`src/rtl/pol_pkg.sv`:
```
// Package: sizes, command and status codes and sequencer states of the ordered list.
`default_nettype none

package pol_pkg;

    localparam int DEPTH   = 32;
    localparam int DATA_W  = 32;
    localparam int FIELD_W = 6;
    localparam int ADDR_W  = (DEPTH > 1) ? $clog2(DEPTH) : 1;
    localparam int CNT_W   = $clog2(DEPTH + 1);
    localparam int WIDE_W  = (CNT_W > FIELD_W) ? CNT_W : FIELD_W;

    typedef enum logic [2:0] {
        CMD_INS_FRONT = 3'd0,
        CMD_INS_END   = 3'd1,
        CMD_INS_POS   = 3'd2,
        CMD_REM_FRONT = 3'd3,
        CMD_REM_END   = 3'd4,
        CMD_REM_POS   = 3'd5,
        CMD_CLEAR     = 3'd6,
        CMD_DUMP      = 3'd7
    } cmd_t;

    typedef enum logic [1:0] {
        STAT_OK      = 2'd0,
        STAT_EMPTY   = 2'd1,
        STAT_INVALID = 2'd2,
        STAT_FULL    = 2'd3
    } status_t;

    typedef enum logic [3:0] {
        S_IDLE,
        S_INS_RD,
        S_INS_WR,
        S_INS_PUT,
        S_REM_RD,
        S_REM_WR,
        S_DUMP_RD,
        S_DUMP_OUT,
        S_RESULT
    } state_t;

endpackage

`default_nettype wire

```
`src/rtl/pol_if.sv`:
```
// Interfaces: command channel and result channel of the ordered list.
`default_nettype none

interface pol_cmd_if
    import pol_pkg::*;
();
    logic                     valid;
    logic                     ready;
    logic [2:0]               command;
    logic signed [DATA_W-1:0] code_value;
    logic [FIELD_W-1:0]       position;

    modport source (output valid, command, code_value, position, input ready);
    modport sink   (input valid, command, code_value, position, output ready);
endinterface

interface pol_res_if
    import pol_pkg::*;
();
    logic                     valid;
    logic                     ready;
    logic [1:0]               status;
    logic signed [DATA_W-1:0] element;
    logic [FIELD_W-1:0]       element_index;
    logic [FIELD_W-1:0]       list_count;
    logic                     last;

    modport source (output valid, status, element, element_index, list_count, last,
                    input ready);
    modport sink   (input valid, status, element, element_index, list_count, last,
                    output ready);
endinterface

`default_nettype wire

```
`src/rtl/pol_ram.sv`:
```
// Generic single-write, single-read RAM with registered read data.
`default_nettype none

module pol_ram #(
    parameter int WIDTH = 32,
    parameter int DEPTH = 32
) (
    input  wire logic                     clk,
    input  wire logic                     we,
    input  wire logic [$clog2(DEPTH)-1:0] wa,
    input  wire logic [WIDTH-1:0]         wd,
    input  wire logic                     re,
    input  wire logic [$clog2(DEPTH)-1:0] ra,
    output logic      [WIDTH-1:0]         rd
);

    logic [WIDTH-1:0] mem [DEPTH];

    always_ff @(posedge clk)
    begin
        if (we)
        begin
            mem[wa] <= wd;
        end
        if (re)
        begin
            rd <= mem[ra];
        end
    end

endmodule

`default_nettype wire

```
`src/rtl/positional_ordered_list.sv`:
```
// Top level: bounded ordered list of signed codes kept in a RAM, with a shift sequencer.
//
// Usage. Commands arrive on the cmd channel (valid/ready, one beat per command):
// insert front/end/at position, remove front/end/at position, clear, dump.
// Results leave on the res channel, one beat per result; every command gives one
// beat except a dump of a non-empty list, which gives one beat per element in
// order, with last high on the final beat of each command.
// The list lives in one RAM of DEPTH words (one write port, one registered read
// port). Inserts and removes move every element behind the touched slot by one
// place, one read and one write per element; an insert then writes the new code to
// its slot, a remove first reads out the removed element, and a dump reads and
// outputs each element in turn; clear and status-only results go straight out.
// One command is in work at a time; cmd.ready is high only while the sequencer
// is idle. The result register decouples the two sides: a new command is taken
// while the previous result still waits, and the sequencer holds its final step
// until the result register is free.
// Reset (rst_n low, asynchronous) empties the list and drops any pending result;
// RAM contents are not cleared and are never read before being written.
// A stalled receiver (res.ready low) holds the result beat stable and stalls the
// sequencer; no beat is lost or repeated.
`default_nettype none

module positional_ordered_list
    import pol_pkg::*;
(
    input  wire logic clk,
    input  wire logic rst_n,
    pol_cmd_if.sink   cmd,
    pol_res_if.source res
);

    // sequencer state and working registers
    state_t             state_reg, state_next;
    logic [CNT_W-1:0]   count_reg, count_next;
    logic [CNT_W-1:0]   idx_reg, idx_next;
    logic [CNT_W-1:0]   at_reg, at_next;
    logic [DATA_W-1:0]  val_reg, val_next;
    logic [DATA_W-1:0]  elem_reg, elem_next;
    status_t            stat_reg, stat_next;
    logic               first_reg, first_next;

    // result register
    logic               res_valid_reg;
    status_t            res_stat_reg;
    logic [DATA_W-1:0]  res_elem_reg;
    logic [FIELD_W-1:0] res_index_reg;
    logic [FIELD_W-1:0] res_count_reg;
    logic               res_last_reg;

    // result load from the sequencer
    logic               out_free;
    logic               out_load;
    status_t            load_stat;
    logic [DATA_W-1:0]  load_elem;
    logic [FIELD_W-1:0] load_index;
    logic               load_last;

    // RAM port
    logic               ram_we;
    logic [CNT_W-1:0]   ram_wa_wide;
    logic [DATA_W-1:0]  ram_wd;
    logic               ram_re;
    logic [CNT_W-1:0]   ram_ra_wide;
    logic [DATA_W-1:0]  ram_rd;

    // command decode
    cmd_t               dec_cmd;
    logic               accept;
    logic               is_full;
    logic               is_empty;
    logic               pos_ok;
    logic [CNT_W-1:0]   pos_at;
    logic [CNT_W-1:0]   idx_plus;
    logic [CNT_W-1:0]   idx_minus;
    state_t             dec_state;
    status_t            dec_status;
    logic [CNT_W-1:0]   dec_at;
    logic [CNT_W-1:0]   dec_idx;

    assign dec_cmd   = cmd_t'(cmd.command);
    assign cmd.ready = (state_reg == S_IDLE);
    assign accept    = cmd.valid && cmd.ready;
    assign is_full   = (count_reg >= CNT_W'(DEPTH));
    assign is_empty  = (count_reg == '0);
    assign pos_ok    = (cmd.position != '0) &&
                       (WIDE_W'(cmd.position) <= WIDE_W'(count_reg));
    assign pos_at    = CNT_W'(cmd.position) - CNT_W'(1);
    assign idx_plus  = idx_reg + CNT_W'(1);
    assign idx_minus = idx_reg - CNT_W'(1);
    assign out_free  = !res_valid_reg || res.ready;

    pol_ram #(
        .WIDTH (DATA_W),
        .DEPTH (DEPTH)
    ) u_store (
        .clk (clk),
        .we  (ram_we),
        .wa  (ram_wa_wide[ADDR_W-1:0]),
        .wd  (ram_wd),
        .re  (ram_re),
        .ra  (ram_ra_wide[ADDR_W-1:0]),
        .rd  (ram_rd)
    );

    // Decode an incoming command: where to go, what status, which slot.
    always_comb
    begin
        dec_state  = S_RESULT;
        dec_status = STAT_OK;
        dec_at     = '0;
        dec_idx    = '0;
        unique case (dec_cmd)
            CMD_INS_FRONT, CMD_INS_END:
            begin
                dec_at  = (dec_cmd == CMD_INS_FRONT) ? '0 : count_reg;
                dec_idx = count_reg;
                if (is_full)
                begin
                    dec_status = STAT_FULL;
                end
                else
                begin
                    dec_state = (dec_at == count_reg) ? S_INS_PUT : S_INS_RD;
                end
            end
            CMD_INS_POS:
            begin
                dec_at  = pos_at;
                dec_idx = count_reg;
                if (!pos_ok)
                begin
                    dec_status = STAT_INVALID;
                end
                else if (is_full)
                begin
                    dec_status = STAT_FULL;
                end
                else
                begin
                    dec_state = S_INS_RD;
                end
            end
            CMD_REM_FRONT, CMD_REM_END, CMD_REM_POS:
            begin
                if (dec_cmd == CMD_REM_FRONT)
                begin
                    dec_at = '0;
                end
                else if (dec_cmd == CMD_REM_END)
                begin
                    dec_at = count_reg - CNT_W'(1);
                end
                else
                begin
                    dec_at = pos_at;
                end
                dec_idx = dec_at;
                if (is_empty)
                begin
                    dec_status = STAT_EMPTY;
                end
                else if (dec_cmd == CMD_REM_POS && !pos_ok)
                begin
                    dec_status = STAT_INVALID;
                end
                else
                begin
                    dec_state = S_REM_RD;
                end
            end
            CMD_CLEAR:
            begin
                dec_status = STAT_OK;
            end
            CMD_DUMP:
            begin
                if (is_empty)
                begin
                    dec_status = STAT_EMPTY;
                end
                else
                begin
                    dec_state = S_DUMP_RD;
                end
            end
            default:
            begin
                dec_state = S_RESULT;
            end
        endcase
    end

    // Next state.
    always_comb
    begin
        state_next = state_reg;
        unique case (state_reg)
            S_IDLE:     state_next = accept ? dec_state : S_IDLE;
            S_INS_RD:   state_next = S_INS_WR;
            S_INS_WR:   state_next = (idx_minus == at_reg) ? S_INS_PUT : S_INS_RD;
            S_INS_PUT:  state_next = S_RESULT;
            S_REM_RD:   state_next = S_REM_WR;
            S_REM_WR:   state_next = (idx_plus < count_reg) ? S_REM_RD : S_RESULT;
            S_DUMP_RD:  state_next = S_DUMP_OUT;
            S_DUMP_OUT:
            begin
                if (out_free)
                begin
                    state_next = (idx_plus == count_reg) ? S_IDLE : S_DUMP_RD;
                end
            end
            S_RESULT:   state_next = out_free ? S_IDLE : S_RESULT;
            default:    state_next = S_IDLE;
        endcase
    end

    // Datapath, RAM port and result load.
    always_comb
    begin
        count_next  = count_reg;
        idx_next    = idx_reg;
        at_next     = at_reg;
        val_next    = val_reg;
        elem_next   = elem_reg;
        stat_next   = stat_reg;
        first_next  = first_reg;
        ram_we      = 1'b0;
        ram_wa_wide = idx_reg;
        ram_wd      = ram_rd;
        ram_re      = 1'b0;
        ram_ra_wide = idx_reg;
        out_load    = 1'b0;
        load_stat   = stat_reg;
        load_elem   = elem_reg;
        load_index  = '0;
        load_last   = 1'b1;
        unique case (state_reg)
            S_IDLE:
            begin
                if (accept)
                begin
                    val_next   = cmd.code_value;
                    at_next    = dec_at;
                    idx_next   = dec_idx;
                    stat_next  = dec_status;
                    elem_next  = '0;
                    first_next = 1'b1;
                    if (dec_cmd == CMD_CLEAR)
                    begin
                        count_next = '0;
                    end
                end
            end
            S_INS_RD:
            begin
                // fetch the element that moves one place back
                ram_re      = 1'b1;
                ram_ra_wide = idx_minus;
            end
            S_INS_WR:
            begin
                ram_we   = 1'b1;
                idx_next = idx_minus;
            end
            S_INS_PUT:
            begin
                ram_we      = 1'b1;
                ram_wa_wide = at_reg;
                ram_wd      = val_reg;
                count_next  = count_reg + CNT_W'(1);
            end
            S_REM_RD:
            begin
                ram_re = 1'b1;
            end
            S_REM_WR:
            begin
                // first read is the removed element; later reads move forward
                if (first_reg)
                begin
                    elem_next  = ram_rd;
                    first_next = 1'b0;
                end
                else
                begin
                    ram_we      = 1'b1;
                    ram_wa_wide = idx_minus;
                end
                idx_next = idx_plus;
                if (!(idx_plus < count_reg))
                begin
                    count_next = count_reg - CNT_W'(1);
                end
            end
            S_DUMP_RD:
            begin
                ram_re = 1'b1;
            end
            S_DUMP_OUT:
            begin
                load_stat  = STAT_OK;
                load_elem  = ram_rd;
                load_index = FIELD_W'(idx_plus);
                load_last  = (idx_plus == count_reg);
                if (out_free)
                begin
                    out_load = 1'b1;
                    idx_next = idx_plus;
                end
            end
            S_RESULT:
            begin
                out_load = out_free;
            end
            default:
            begin
                out_load = 1'b0;
            end
        endcase
    end

    always_ff @(posedge clk or negedge rst_n)
    begin
        if (!rst_n)
        begin
            state_reg <= S_IDLE;
            count_reg <= '0;
        end
        else
        begin
            state_reg <= state_next;
            count_reg <= count_next;
        end
    end

    always_ff @(posedge clk)
    begin
        idx_reg   <= idx_next;
        at_reg    <= at_next;
        val_reg   <= val_next;
        elem_reg  <= elem_next;
        stat_reg  <= stat_next;
        first_reg <= first_next;
    end

    // Result register: load when free, drop the valid once the beat is taken.
    always_ff @(posedge clk or negedge rst_n)
    begin
        if (!rst_n)
        begin
            res_valid_reg <= 1'b0;
        end
        else if (out_load)
        begin
            res_valid_reg <= 1'b1;
        end
        else if (res.ready)
        begin
            res_valid_reg <= 1'b0;
        end
    end

    always_ff @(posedge clk)
    begin
        if (out_load)
        begin
            res_stat_reg  <= load_stat;
            res_elem_reg  <= load_elem;
            res_index_reg <= load_index;
            res_count_reg <= FIELD_W'(count_reg);
            res_last_reg  <= load_last;
        end
    end

    assign res.valid         = res_valid_reg;
    assign res.status        = res_stat_reg;
    assign res.element       = res_elem_reg;
    assign res.element_index = res_index_reg;
    assign res.list_count    = res_count_reg;
    assign res.last          = res_last_reg;

    // The count never passes the capacity.
    a_count_bound: assert property (@(posedge clk) disable iff (!rst_n)
        count_reg <= CNT_W'(DEPTH))
        else $error("element count above capacity");

    // The RAM is only written while a command is in work.
    a_no_idle_write: assert property (@(posedge clk) disable iff (!rst_n)
        (state_reg == S_IDLE) |-> !ram_we)
        else $error("RAM write while idle");

    // Writes stay inside the store.
    a_write_range: assert property (@(posedge clk) disable iff (!rst_n)
        ram_we |-> (ram_wa_wide < CNT_W'(DEPTH)))
        else $error("RAM write address out of range");

    // A dump only reads live elements.
    a_dump_range: assert property (@(posedge clk) disable iff (!rst_n)
        (state_reg == S_DUMP_RD) |-> (idx_reg < count_reg))
        else $error("dump read beyond the list");

    // A clear empties the list on the next cycle.
    a_clear: assert property (@(posedge clk) disable iff (!rst_n)
        (cmd.valid && cmd.ready && cmd.command == CMD_CLEAR) |=> (count_reg == '0))
        else $error("clear did not empty the list");

endmodule

`default_nettype wire
```
`src/flat_wrapper.sv`:
```
// flat-port wrapper written by rule: the top's interface ports become plain ports
module positional_ordered_list_flat import pol_pkg::*;
  (clk, rst_n, cmd_valid, cmd_command, cmd_code_value, cmd_position, cmd_ready, res_valid, res_status, res_element, res_element_index, res_list_count, res_last, res_ready);
  pol_cmd_if cmd_i ();
  pol_res_if res_i ();
  input  wire logic clk;
  input  wire logic rst_n;
  input wire logic [$bits(cmd_i.valid)-1:0] cmd_valid;
  input wire logic [$bits(cmd_i.command)-1:0] cmd_command;
  input wire logic [$bits(cmd_i.code_value)-1:0] cmd_code_value;
  input wire logic [$bits(cmd_i.position)-1:0] cmd_position;
  output wire logic [$bits(cmd_i.ready)-1:0] cmd_ready;
  output wire logic [$bits(res_i.valid)-1:0] res_valid;
  output wire logic [$bits(res_i.status)-1:0] res_status;
  output wire logic [$bits(res_i.element)-1:0] res_element;
  output wire logic [$bits(res_i.element_index)-1:0] res_element_index;
  output wire logic [$bits(res_i.list_count)-1:0] res_list_count;
  output wire logic [$bits(res_i.last)-1:0] res_last;
  input wire logic [$bits(res_i.ready)-1:0] res_ready;
  assign cmd_i.valid = cmd_valid;
  assign cmd_i.command = cmd_command;
  assign cmd_i.code_value = cmd_code_value;
  assign cmd_i.position = cmd_position;
  assign cmd_ready = cmd_i.ready;
  assign res_valid = res_i.valid;
  assign res_status = res_i.status;
  assign res_element = res_i.element;
  assign res_element_index = res_i.element_index;
  assign res_list_count = res_i.list_count;
  assign res_last = res_i.last;
  assign res_i.ready = res_ready;
  positional_ordered_list u_core (.clk(clk), .rst_n(rst_n), .cmd(cmd_i), .res(res_i));
endmodule
```
`config.mk`:
```
export PLATFORM = sky130hd
export DESIGN_NAME = positional_ordered_list_flat
export DESIGN_NICKNAME = d
export VERILOG_FILES = /design/src/rtl/pol_pkg.sv /design/src/rtl/pol_if.sv /design/src/rtl/pol_ram.sv /design/src/rtl/positional_ordered_list.sv /design/src/flat_wrapper.sv
export SDC_FILE = /design/constraint.sdc
export NUM_CORES = 2
export LEC_CHECK = 0
export BUFFER_PORTS_ARGS = -buffer_cell sky130_fd_sc_hd__buf_2
export CORE_MARGIN = 1.5
export CORE_UTILIZATION = 55
export CTS_BUF_LIST = sky130_fd_sc_hd__clkbuf_8
export DETAILED_ROUTE_END_ITERATION = 8
export PLACE_DENSITY = 0.73
export RECOVER_POWER = 25
export SYNTH_ARGS = -nofsm -noshare
export SYNTH_HDL_FRONTEND = slang
export SYNTH_SLANG_ARGS = --single-unit
```
`constraint.sdc`:
```
create_clock -name clk -period 10.25 [get_ports clk]
set_input_delay 0.5125 -clock clk [delete_from_list [all_inputs] [get_ports clk]]
set_output_delay 0.5125 -clock clk [all_outputs]
set_load 0.05 [all_outputs]
```
Word level (Yosys, flattened, before mapping)
Memory sizes are Yosys's and may differ from the RTL's. A register that Yosys moved wholly into a read port is not among the register bits. Cells that the tools add are included.

Flip-flop bits (word level): 137. Logic and storage cells: 122. Output and inout port bits: 49. Bits in writable memories: 1024. Memories kept: 1. Input bits: 45.

Memory list: u_core.u_store.mem (words 32, bits a word 32, rd ports 1, clocked after Yosys merged registers in 1, wr ports 1, line pol_ram.sv:17) `logic [WIDTH-1:0] mem [DEPTH];`.

Reductions and logical operators: 24. Eq/ne operators: 23. Mux-type cells: 52. Magnitude comparators: 3. $add $sub $neg: 5.

Operators with widths (count): 2-to-1 mux 32 bit (4); one-hot mux 32 bit (2 select lines) (1); 2-to-1 mux 6 bit (8); 2-to-1 mux 4 bit (10); one-hot mux 4 bit (9 select lines) (1); one-hot mux 6 bit (3 select lines) (2); one-hot mux 6 bit (4 select lines) (1); equality test 6 bit (3); subtractor 6 x 1 -> 6 bit, second input constant (3); equality test 4 x 3 -> 1 bit, second input constant (4); one-hot mux 4 bit (4 select lines) (1); adder 6 x 1 -> 6 bit, second input constant (2); equality test 3 bit, second input constant (4); 2-to-1 mux 2 bit (6); one-hot mux 6 bit (2 select lines) (1); 2-to-1 mux 5 bit (2); one-hot mux 2 bit (5 select lines) (1); one-hot mux 5 bit (2 select lines) (1); 2-to-1 mux 1 bit (9); OR reduction 3 bit (3); equality test 4 x 2 -> 1 bit, second input constant (2); equality test 3 x 2 -> 1 bit, second input constant (2); >= comparator 6 bit, second input constant (1); <= comparator 6 bit (1); other kinds (22) (34).

Longest topological paths before layout
Depth in word-level cells: 9. Gate-level depth with buffers: 15. Mapped depth without buffers: 10.

Modules after synthesis
Synthesis repeated with hierarchy kept, for this count alone.

Cells, all modules: 2966. Area total of the unflattened synthesis: 48119.9 µm².

Modules (own cells, without submodules): pol_ram (sequential area each 31710.4 µm², area an instance 40812.9 µm², times used 1, cells each 2260); positional_ordered_list (sequential area each 4058.9 µm², area an instance 7307.0 µm², times used 1, cells each 706).

Worst setup path before layout
No wires, ideal clock.

Path type: reg-to-reg. Start point: reg u_core.idx_reg[0]. End point: mem u_core.u_store.mem[4][0], enable pin. Library setup time: 425 ps. Data arrival time: 4438 ps. Data required time: 9825 ps. Clock period less this slack: 4862 ps. Buffers on the path: 4. Cell stages (with the launch flop): 13. Path slack: 5388 ps. Path through: edfxtp_1 -> clkbuf_1 -> clkinv_1 -> clkbuf_1 -> clkbuf_1 -> ha_1 -> clkbuf_1 -> inv_1 -> o311ai_0 -> a21oi_1 -> nor3_1 -> nand2_1 -> nor2b_1.

Cells in the longest elaborated chain, start to end: 3.

RTL lines: start, declared (line positional_ordered_list.sv:35) `logic [CNT_W-1:0] idx_reg, idx_next;`; start signal, assigned (line positional_ordered_list.sv:338) `idx_reg <= idx_next;`; subtractor 6 x 1 -> 6 bit (line positional_ordered_list.sv:89) `assign idx_minus = idx_reg - CNT_W'(1);`; named net u_core.idx_minus[0] (line positional_ordered_list.sv:74) `logic [CNT_W-1:0] idx_minus;`; 2-to-1 mux 5 bit (line positional_ordered_list.sv:279) `if (first_reg)`; one-hot mux 5 bit (2 select lines) (line positional_ordered_list.sv:237) `unique case (state_reg)`; end, declared (line pol_ram.sv:17).

The timed path passes the listed nets, and every way through them passes these cells.

Worst setup path in the final report
Start point: reg u_core.idx_reg[0]. End point: mem u_core.u_store.mem[14][16], enable pin.

Cells in the longest elaborated chain, start to end: 3.

RTL lines (line): subtractor 6 x 1 -> 6 bit (positional_ordered_list.sv:89); 2-to-1 mux 5 bit (positional_ordered_list.sv:279); one-hot mux 5 bit (2 select lines) (*) (positional_ordered_list.sv:237).

Mark *: on every way between the ends. The rest lies on a longest branch, timed or not.

==> flow_summary.json <==
{
  "cp_num_cells": 9,
  "numCtsBuffers": 188,
  "gp_congestion": 0.9283,
  "syn_area_per_cell_um2": 15.62,
  "outcome": "finished with violations",
  "vias_per_cell": 6.714,
  "cp_num_buf_inv": 3,
  "holdPathStages": 2,
  "fin_nets": 3379,
  "vias": 31190,
  "nFillCells": 6536,
  "area_growth_pct": 11.05,
  "fin_worst_hold_slack_ns": 0.09177,
  "grt_antenna_before_repair": 13,
  "ant_nets": 0,
  "rsz0062_at_grt": "no",
  "yosysWarnings": 0,
  "synth_top_area_cell": "edfxtp_1",
  "r2r_cells": 9,
  "layout_min_cycle_time_ns": 7.223,
  "timing.rr.start": "u_core.idx_reg[0]",
  "ys_types": 71,
  "postCtsSetupBuffers": 0,
  "cap_viol_max_count": 18,
  "synth_flop_cell": "edfxtp_1",
  "slowest_stage": "clkbuf_1",
  "grt_max_degree": 161,
  "dpl.hpwl_um": 77270,
  "track_usage": 0.2850,
  "htreeDepth": 4,
  "largest_reg_flops": 1024,
  "final_core_util": 0.6146,
  "die_w_um": 303.5,
  "die_area_um2": 92110,
  "top_register": "u_core.u_store.mem",
  "syn_inst": 3179,
  "timing.final.max_slew_violations": 659,
  "cts_tree": "done",
  "worst-path-max-fanout": 66,
  "postCtsResizedCells": 0,
  "crit_required_ns": 10.74,
  "drc_errors": 0,
  "grt_overflow_total": 0,
  "slowest_delay_ns": 2.23,
  "max_freq_mhz": 138.4,
  "synth.area.top_cells": "edfxtp_1, mux4_2, o221ai_1",
  "hold_violations": 0,
  "end_kind": "flop",
  "async_reset_ff_frac": 0.009220,
  "crit_family": "buffers and inverters",
  "fin_setup_tns_ns": 0,
  "firstDrtPassIters": 6,
  "violations": "max-capacitance violations, max-slew violations",
  "drt_iter0_drc": 4575,
  "setup_viol": 0,
  "min_period_over_period": 0.7047,
  "yosysTopAreaCellShare": 0.7147,
  "clk_path_buf_depth": 3,
  "yosysSeqAreaShare": 0.7202,
  "insertion_delay_ns": 0.89,
  "die_y_um": 303.5,
  "io_buffers": 93,
  "grt_pass1_vias": 30800,
  "cts.sinks": 1193,
  "place_inst": 4267,
  "wire_per_inst_um": 28.16,
  "ys_ff_latch": 1193,
  "start_util": 0.5535,
  "cts_hold_buf": 34,
  "hold_path_class": "in -> reg",
  "synth_edf_count": 1182,
  "grt_pass1_wl_um": 192500,
  "cts.root.buffer_cell": "clkbuf_8",
  "arrival_ns": 7.71,
  "syn-num-nets": 3243,
  "ir_drop_mv": 0.3263,
  "cp-start-kind": "flop",
  "drive_gt1_frac": 0.1586,
  "fin_cells": 4645,
  "cp_cell_sequence": "clkinvlp_2 > clkbuf_1 > ha_2 > inv_1 > o311ai_0 > a21oi_1 > nor3b_1 > nand2_1 > nor2_4",
  "synth_area_um2": 49670,
  "leakagePower_nw": 17.72,
  "cellPowerDensity_nw_per_um2": 320.5,
  "ios": 94,
  "worstHoldStart": "cmd_position[0]",
  "finClkSkew_ns": 0.03396,
  "core_um2": 89740,
  "rows": 110,
  "critical_path_class": "reg -> reg",
  "routed_wl_um": 130800,
  "relSlewSlack": -1.559,
  "path_clk_slew_ns": 0.06,
  "tightest_slew_ns": 3.825,
  "cp-startpoint": "u_core.idx_reg[0]"
}
## stage by stage
| stage | instance area [um^2] | setup slack, ns | power [W] |
|---|---|---|---|
| 6_report | 55150 | 3.027 | 0.01767 |
| 4_1_cts | 55290 | 4.439 | 0.01758 |
| 3_5_place_dp | 51580 | 4.456 | 0.01395 |
| 5_1_grt | 55150 | 2.522 | 0.01839 |
| 2_1_floorplan | 49670 | 5.388 | 0.01134 |
| 3_3_place_gp | 51580 | 4.641 | 0.01376 |
## logic make-up after synthesis
family,count (synthesis),share of synthesized area
flip-flops,1193,0.7202
buffers and inverters,273,0.02217
multiplexers,229,0.07170
AO/OA/AOI/OAI,630,0.1008
adder cells (fa/ha/maj),19,0.004787
AND/OR/NAND/NOR,806,0.07523
XOR/XNOR,29,0.005114
## path summary, 6_finish.rpt
| path | end | slack (ns) |
|---|---|---|
| setup / recovery | u_core.u_store.mem[14][16] | 3.03 |
| hold / removal | u_core.at_reg[0] | 0.09 |
| setup reg to reg | u_core.u_store.mem[14][16] | 3.03 |
| hold reg to reg | u_core.res.status[1] | 0.54 |
| max in group asynchronous | u_core.state_reg[3] | 9.64 |
| min in group asynchronous | u_core.state_reg[2] | 0.18 |
## worst reg2reg max path: stages, from the launching register on
cell	delay (ns)
edfxtp_1	0.69
clkinvlp_2	0.20
clkbuf_1	2.23
ha_2	0.73
inv_1	0.29
o311ai_0	0.20
a21oi_1	0.21
nor3b_1	0.44
nand2_1	0.66
nor2_4	1.17
## Yosys cell counts (4+ instances only)
cell and n:
a221oi_1 88, o221ai_1 223, buf_6 4, edfxtp_1 1182
a211oi_1 4, and2_1 68, xnor2_1 18, o31ai_1 7
xor2_1 11, dfrtp_1 11, a221o_1 4, a2111oi_0 32
nand3_1 113, o311ai_0 17, nor3b_1 5, nand2b_1 5
ha_1 19, nor2_1 59, buf_2 34, nand4b_1 11
a32oi_1 33, inv_1 20, o311ai_1 15, mux2i_1 70
nor4_1 4, buf_1 18, o22ai_1 31, a311oi_1 33
o21ai_0 49, nand2_1 442, a21oi_1 54, clkbuf_1 193
a22oi_1 10, mux2_2 64, nand4_1 26, nor3_1 16
and3_1 25, a31oi_1 4, a21o_1 5, nand3b_1 6
mux4_2 95, nor2b_1 10
## cell usage in the layout (no fill, tap or decap), drive strengths merged, types with 6 or more instances in the layout
cell type / netlist / routed
clkinv: 3 / 72
xor2: 11 / 11
and3: 25 / 25
dlygate4sd3: 0 / 34
o22ai: 31 / 31
mux4: 95 / 95
nand4b: 11 / 11
buf: 57 / 98
o31ai: 7 / 7
nand4: 26 / 26
o311ai: 32 / 32
a21oi: 54 / 54
a2111oi: 32 / 32
nor3: 16 / 16
mux2: 64 / 64
nand3b: 6 / 6
clkbuf: 193 / 254
ha: 19 / 19
xnor2: 18 / 18
a221oi: 88 / 88
mux2i: 70 / 70
and2: 70 / 70
dfrtp: 11 / 11
nor2: 59 / 59
nor2b: 10 / 10
nand3: 113 / 113
o221ai: 223 / 223
clkinvlp: 0 / 7
nand2: 442 / 442
edfxtp: 1182 / 1182
a22oi: 10 / 10
a32oi: 33 / 33
o21ai: 52 / 52
inv: 20 / 96
a311oi: 33 / 33
## metal layers
metal	global-route usage	up-vias	wire length, um
met1	0.4067	15860	52370
met4	0.1002	8	3613
met5	0	-	53
met3	0.07275	253	14960
li1	-	13250	-
met2	0.4292	1815	59820
## layout make-up
cell class / instances / area [um^2] / share of cell area
sequential: 1193 / 35770 / 0.6486
multi-input combinational: 1713 / 13220 / 0.2397
clock buffer: 190 / 2615 / 0.04741
tap: 1176 / 1471 / 0.02668
timing repair buffer: 196 / 1234 / 0.02237
clock inverter: 153 / 752.0 / 0.01363
inverter: 23 / 87.58 / 0.001588
antenna: 1 / 2.502 / 0.00004537
## report_power, final
part	leakage [nW]	total, W	internal [W]	switching [W]
clock	1.98	0.00364	0.00177	0.00187
combinational	4.89	0.00712	0.00212	0.00500
sequential	10.9	0.00691	0.00664	0.000264
No activity file was read; power rests on OpenSTA's default activity.
